==> src/hdl/ksc_pkg.sv <==
// Shared types, codes and helpers for the keyword substitution cipher.
// No dependencies; imported by ksc_ctrl, ksc_datapath and the top level.
package ksc_pkg;

  localparam int ALPHA_LEN = 26;
  localparam int IDX_W     = 5;

  typedef logic [IDX_W-1:0] idx_t;

  typedef enum logic [1:0] {
    FN_CLEAR = 2'd0,
    FN_KEY   = 2'd1,
    FN_ENC   = 2'd2,
    FN_DEC   = 2'd3
  } func_t;

  typedef enum logic [1:0] {
    ST_IDLE,
    ST_WALK,
    ST_READ,
    ST_EMIT
  } state_t;

  localparam logic [7:0] CH_UP_A  = 8'h41;
  localparam logic [7:0] CH_UP_Z  = 8'h5a;
  localparam logic [7:0] CH_LO_A  = 8'h61;
  localparam logic [7:0] CH_LO_Z  = 8'h7a;
  localparam logic [7:0] CH_SPACE = 8'h20;

  localparam idx_t LAST_IDX = idx_t'(ALPHA_LEN - 1);
  localparam idx_t FULL_CNT = idx_t'(ALPHA_LEN);

  typedef struct packed {
    logic valid;
    idx_t idx;
  } letter_t;

  // controller -> datapath
  typedef struct packed {
    logic clear;
    logic key;
    logic latch;
    logic walk;
    logic emit;
  } cmd_t;

  // datapath -> controller
  typedef struct packed {
    logic done;
    logic walk_last;
    logic out_free;
  } stat_t;

  // case-folded letter index of an ASCII byte
  function automatic letter_t letter_of(input logic [7:0] ch);
    letter_t    r;
    logic [7:0] diff;
    r.valid = 1'b0;
    diff    = '0;
    if (ch inside {[CH_UP_A:CH_UP_Z]}) begin
      r.valid = 1'b1;
      diff    = ch - CH_UP_A;
    end else if (ch inside {[CH_LO_A:CH_LO_Z]}) begin
      r.valid = 1'b1;
      diff    = ch - CH_LO_A;
    end
    r.idx = diff[IDX_W-1:0];
    return r;
  endfunction

endpackage

==> src/hdl/ksc_ctrl.sv <==
// Sequencer for the keyword substitution cipher.
// Depends on ksc_pkg; drives ksc_datapath through cmd_t, reads stat_t.
module ksc_ctrl (
  input  logic            clk,
  input  logic            rst,
  input  logic            in_valid,
  output logic            in_ready,
  input  logic [1:0]      func,
  input  ksc_pkg::stat_t  stat,
  output ksc_pkg::cmd_t   cmd
);
  import ksc_pkg::*;

  state_t state, state_next;

  always_ff @(posedge clk) begin
    if (rst) begin
      state <= ST_IDLE;
    end else begin
      state <= state_next;
    end
  end

  always_comb begin
    state_next = state;
    cmd        = '0;
    in_ready   = 1'b0;
    case (state)
      ST_IDLE: begin
        in_ready = 1'b1;
        if (in_valid) begin
          case (func)
            FN_CLEAR: cmd.clear = 1'b1;
            FN_KEY:   cmd.key   = 1'b1;
            default: begin
              cmd.latch  = 1'b1;
              state_next = stat.done ? ST_READ : ST_WALK;
            end
          endcase
        end
      end
      ST_WALK: begin
        cmd.walk = 1'b1;
        if (stat.walk_last) begin
          state_next = ST_READ;
        end
      end
      ST_READ: begin
        state_next = ST_EMIT;
      end
      ST_EMIT: begin
        if (stat.out_free) begin
          cmd.emit   = 1'b1;
          state_next = ST_IDLE;
        end
      end
      default: state_next = ST_IDLE;
    endcase
  end

endmodule

==> src/hdl/ksc_datapath.sv <==
// Tables, letter bookkeeping and output register of the cipher.
// Depends on ksc_pkg; sequenced by ksc_ctrl.
module ksc_datapath (
  input  logic            clk,
  input  logic            rst,
  input  ksc_pkg::cmd_t   cmd,
  output ksc_pkg::stat_t  stat,
  input  logic [1:0]      func,
  input  logic [7:0]      char_in,
  output logic            out_valid,
  input  logic            out_ready,
  output logic [7:0]      char_out
);
  import ksc_pkg::*;

  idx_t                 fwd_mem [ALPHA_LEN];
  idx_t                 inv_mem [ALPHA_LEN];
  logic [ALPHA_LEN-1:0] used;
  idx_t                 fill;
  logic                 done;
  idx_t                 walk_idx;
  logic [7:0]           msg_char;
  logic                 msg_dec;
  idx_t                 rd_fwd;
  idx_t                 rd_inv;

  letter_t in_let;
  letter_t msg_let;
  logic    key_wr;
  logic    walk_wr;
  logic    tbl_we;
  idx_t    new_letter;
  idx_t    rd_addr;
  idx_t    rd_val;

  assign in_let  = letter_of(char_in);
  assign msg_let = letter_of(msg_char);

  assign key_wr  = cmd.key && !done && in_let.valid && !used[in_let.idx] && (fill < FULL_CNT);
  assign walk_wr = cmd.walk && !used[walk_idx] && (fill < FULL_CNT);
  assign tbl_we  = key_wr || walk_wr;
  assign new_letter = cmd.walk ? walk_idx : in_let.idx;

  assign rd_addr = msg_let.valid ? msg_let.idx : '0;
  assign rd_val  = msg_dec ? rd_inv : rd_fwd;

  assign stat.done      = done;
  assign stat.walk_last = (walk_idx == LAST_IDX);
  assign stat.out_free  = !out_valid || out_ready;

  always_ff @(posedge clk) begin
    if (tbl_we) begin
      fwd_mem[fill]       <= new_letter;
      inv_mem[new_letter] <= fill;
    end
    rd_fwd <= fwd_mem[rd_addr];
    rd_inv <= inv_mem[rd_addr];
  end

  always_ff @(posedge clk) begin
    if (rst) begin
      used <= '0;
      fill <= '0;
      done <= 1'b0;
    end else begin
      if (cmd.clear) begin
        used <= '0;
        fill <= '0;
        done <= 1'b0;
      end else begin
        if (tbl_we) begin
          used[new_letter] <= 1'b1;
          fill             <= fill + idx_t'(1);
        end
        if (cmd.walk && stat.walk_last) begin
          done <= 1'b1;
        end
      end
    end
  end

  always_ff @(posedge clk) begin
    if (cmd.latch) begin
      msg_char <= char_in;
      msg_dec  <= (func == FN_DEC);
      walk_idx <= '0;
    end else if (cmd.walk) begin
      walk_idx <= walk_idx + idx_t'(1);
    end
  end

  always_ff @(posedge clk) begin
    if (rst) begin
      out_valid <= 1'b0;
    end else if (cmd.emit && (msg_char == CH_SPACE || msg_let.valid)) begin
      out_valid <= 1'b1;
    end else if (out_ready) begin
      out_valid <= 1'b0;
    end
  end

  always_ff @(posedge clk) begin
    if (cmd.emit) begin
      char_out <= (msg_char == CH_SPACE) ? CH_SPACE : CH_LO_A + {3'b000, rd_val};
    end
  end

`ifndef SYNTHESIS
  a_fill_range: assert property (@(posedge clk) disable iff (rst) fill <= FULL_CNT)
    else $error("fill count beyond alphabet");
  a_used_count: assert property (@(posedge clk) disable iff (rst)
    $countones(used) == int'(fill))
    else $error("used letters disagree with fill count");
  a_done_full: assert property (@(posedge clk) disable iff (rst) done |-> fill == FULL_CNT)
    else $error("table marked done while not full");
  a_emit_free: assert property (@(posedge clk) disable iff (rst)
    cmd.emit |-> (!out_valid || out_ready))
    else $error("emit into an occupied output register");
`endif

endmodule

==> src/hdl/keyword_substitution_cipher.sv <==
// Top level of the keyword substitution cipher.
// Depends on ksc_pkg, ksc_ctrl and ksc_datapath.
//
//  channel | dir | handshake           | payload
//  --------+-----+---------------------+-----------------------------
//  in      | in  | in_valid / in_ready | func[1:0], char_in[7:0]
//  out     | out | out_valid/out_ready | char_out[7:0]
//
// Clear and key beats complete in the idle state. A message beat passes read
// and emit, waiting in emit for a free output slot; the first message beat
// after a clear or reset first walks the 26 letters through the table write port.
// The output register lets a new input beat be taken while a result waits.
// Reset (rst, synchronous) empties the key and the output register; table
// contents stay undefined until written by a key or by the walk.
module keyword_substitution_cipher (
  input  logic       clk,
  input  logic       rst,
  input  logic       in_valid,
  output logic       in_ready,
  input  logic [1:0] func,
  input  logic [7:0] char_in,
  output logic       out_valid,
  input  logic       out_ready,
  output logic [7:0] char_out
);
  import ksc_pkg::*;

  // command and status between sequencer and datapath
  cmd_t  cmd;
  stat_t stat;

  // sequencer: accepts beats, runs the alphabet walk, schedules lookups
  ksc_ctrl u_ctrl (
    .clk      (clk),
    .rst      (rst),
    .in_valid (in_valid),
    .in_ready (in_ready),
    .func     (func),
    .stat     (stat),
    .cmd      (cmd)
  );

  // datapath: forward/inverse tables, used-letter mask, output register
  ksc_datapath u_dp (
    .clk       (clk),
    .rst       (rst),
    .cmd       (cmd),
    .stat      (stat),
    .func      (func),
    .char_in   (char_in),
    .out_valid (out_valid),
    .out_ready (out_ready),
    .char_out  (char_out)
  );

endmodule
==> config.mk <==
export PLATFORM = sky130hd
export DESIGN_NAME = keyword_substitution_cipher
export DESIGN_NICKNAME = d
export VERILOG_FILES = /design/src/hdl/ksc_pkg.sv /design/src/hdl/ksc_ctrl.sv /design/src/hdl/ksc_datapath.sv /design/src/hdl/keyword_substitution_cipher.sv
export SDC_FILE = /design/constraint.sdc
export NUM_CORES = 1
export LEC_CHECK = 0
export BUFFER_PORTS_ARGS = -buffer_cell sky130_fd_sc_hd__clkbuf_2
export CAP_MARGIN = 40
export CORE_UTILIZATION = 57
export DETAILED_ROUTE_END_ITERATION = 12
export PLACE_DENSITY = 0.86
export SLEW_MARGIN = 25
export SYNTH_ARGS = -nofsm -noshare
export SYNTH_HDL_FRONTEND = slang
export SYNTH_HIERARCHICAL = 1
export SYNTH_SLANG_ARGS = --single-unit
==> constraint.sdc <==
create_clock -name clk -period 4.88 [get_ports clk]
set_clock_uncertainty 0.05 [all_clocks]
set_input_delay 0 -clock clk [delete_from_list [all_inputs] [get_ports clk]]
set_output_delay 0 -clock clk [all_outputs]
set_load 0.05 [all_outputs]
==> metrics <==
outcome=completed; clock-pin slew on the worst setup and hold paths=60 ps; Setup violations, final=0; Sum Neg Setup Slack=0 ps; first-pass GRT wire length=slightly above 50000 um; hpwl dp=around 21000 um; Cells after Synth=998; Via-to-Cell Ratio=between 6 and 7; First-pass DRT Iterations=5; DRT Wirelength=approximately 33000 um; worst min path class=input port to flop; Ant. Diodes=0; Post-Synth Adder-Cell Area=1.68%; post-synth design cell area=0.0141 mm2; largest family of logic cells by synthesized area=multiplexers; synthesized flop and latch total=about 330; endpoint type of the worst setup path=flop; actual slew at the worst max-slew pin=911 ps; clock sinks=327; Post-synth EDFFs=277; TritonCTS clock tree=built; CTS Hold Buffers Added=16; xor-xnor portion of the synthesized cell area=0.744%; LEAKAGE=5.53 nW; Vias=between 8000 and 9000; Mean Syn Cell Area=14.2 um2; Reg2Reg Depth=6; core region area=0.0243 mm2; CP required=5080 ps; Port Buffers=23; hold_ws=about 96 ps; Async S/R FF share, synth=0%; pwr/cell area=423 mW/mm2; Slew headroom=a little under two fifths; sequential element share of the synthesized area=66.0%; cts bufs inserted=30; DIE WIDTH=159 um; Routed Antenna Nets=0; Synth Area in Simple Gates=9.86%; Hold Crit Depth=3; vias in the first global route=8937; Clock Path Buffers=3; Net count, final=1072; per-cell routed wire length=23.8 um; Top FF cell, synth=edfxtp_1; mux cell area share after synthesis=10.2%; DRC=0; largest net degree at the start of global routing=65; max-slew violations=0; DRT iter0 DRCs=~1100; YS warnings=6; post-synthesis compound-gate area fraction=9.15%; total of max-cap violations=0; Startpoint Class=input port; period utilization=81.7%; sequential cell area=between 0.009 and 0.01 mm2; postcts setup bufs=0; Worst R2R Setup Slack=970 ps; Clk Latency, worst-skew pair=roughly 560 ps; # resized after CTS=0; Initial Util=58.1%; RSZ-0062 raised after global routing=false; share of layout cells above drive strength 1=17.9%; GR Overflow Total=0; # IOs=24; syn nets=1031; H-tree depth=1; Crit Path Max Fanout=23; Worst EP arrival=4190 ps; worst vdd ir=0.316 mV; Root Driver=clkbuf_16; die span in y=159 um; GP Congestion=0.903; Final Hold Viols=0; overall global routing resource usage=about a quarter; crit path kind=input port to flop; Multi-input gate area=0.00455 mm2; Tmin final=3990 ps; num rows=57; antenna violations before repair=0; Area growth, synth to finish=12.7%; Die ar.=0.0254 mm2; fmax=251 MHz; Layout fillers=1623; unique cell type count in the Yosys netlist=66
## critical path, cell delays in order
cell           delay, ps
dlygate4sd3_1        530
clkbuf_2             330
inv_1                220
ha_1                 290
nor3b_1              190
a211o_1              380
or2_2                330
nor4_1               460
a2bb2oi_4            600
nand2b_1             550
nor2_1               280
## synth_stat cells (8+ instances only)
master	instances	area, um2
nor2_1	75	282
o32ai_1	11	96.3
mux2_2	28	315
mux4_2	23	518
nor3_1	12	60.1
a221oi_1	10	87.6
a21oi_1	38	190
o21a_1	26	195
o211ai_1	10	75.1
nand2_1	66	248
ha_1	19	238
dfxtp_1	50	1000
nand3_1	23	115
buf_2	9	45.0
and3_1	15	93.8
nor2b_1	8	50.1
inv_1	15	56.3
o21ai_0	39	195
mux2i_1	61	611
o221ai_1	10	87.6
nand2b_1	8	50.1
a311oi_1	10	87.6
clkbuf_1	38	143
edfxtp_1	277	8320
## metal layers
layer  vias to the layer above  track usage [%]  routed length, um  share of wire [%]
met1                      4381             34.3              12500                 38
met2                       584             43.6              16000                 49
met3                       107             4.40               3200                9.7
met5                         -                0                  0                  0
li1                       3926                -                  -                  -
met4                         0             10.9               1290                3.9
## power by group
part	internal [mW]	total (mW)	switching, mW	leakage, nW
combinational	0.355	0.988	0.633	1.89
sequential	3.20	3.31	0.110	3.13
clock	1.44	2.43	0.982	0.514
total	5.00	6.73	1.72	5.53
## cells by family after synthesis
group,after synthesis
simple gates,265
buf+inv,76
xor+xnor,12
mux,112
fa+ha+maj,19
compound gates,187
flops,327
## area by class of cell
type / count / share of cell area (%)
Tap cell: 324 / 2.55
Sequential cell: 327 / 58.5
Multi-Input combinational cell: 595 / 28.6
Clock inverter: 9 / 0.754
Inverter: 16 / 0.377
Timing Repair Buffer: 69 / 3.49
Clock buffer: 47 / 5.76
## placed cells by master, fill, tap and decap left out, types with 11 or more instances in the layout
| cell | count |
|---|---|
| edfxtp_1 | 277 |
| nor2_1 | 74 |
| nand2_1 | 66 |
| mux2i_1 | 61 |
| dfxtp_1 | 50 |
| a21oi_1 | 38 |
| o21ai_0 | 38 |
| clkbuf_16 | 32 |
| mux2_2 | 28 |
| buf_4 | 26 |
| o21a_1 | 26 |
| clkbuf_2 | 23 |
| nand3_1 | 23 |
| mux4_2 | 23 |
| ha_1 | 19 |
| dlygate4sd3_1 | 16 |
| inv_1 | 15 |
| and3_1 | 14 |
| o32ai_1 | 11 |
## flip-flops by register name (all words and copies together), names as in the netlist
signal,cells
u_ctrl/state,2
u_dp/char_out,8
u_dp/done,1
u_dp/fill,5
u_dp/fwd_mem,130
u_dp/inv_mem,130
u_dp/msg_char,8
u_dp/msg_dec,1
u_dp/out_valid,1
u_dp/rd_fwd,5
u_dp/rd_inv,5
u_dp/used,26
u_dp/walk_idx,5
## path summary, 6_finish.rpt
kind,start,to
max,char_in[0],u_dp/fwd_mem[3][4]
min,func[1],u_dp/walk_idx[0]
max reg2reg,u_dp/walk_idx[1],u_dp/fwd_mem[3][4]
min reg2reg,u_dp/used[13],u_dp/used[13]
## metrics by stage
step | cell area (um2) | power [mW] | cells | setup slack, ps | utilization (%)
detailed placement | 14700 | 4.30 | 1311 | 937 | 60.3
global placement | 14600 | 4.25 | 1309 | 1070 | 60.1
finish | 15900 | 6.73 | 1387 | 891 | 65.5
CTS | 15900 | 6.71 | 1383 | 944 | 65.2
floorplan | 14100 | 4.01 | 998 | 361 | -
global route | 15900 | 6.92 | 1387 | 693 | 65.5
Power figures use the tool's default switching activity.
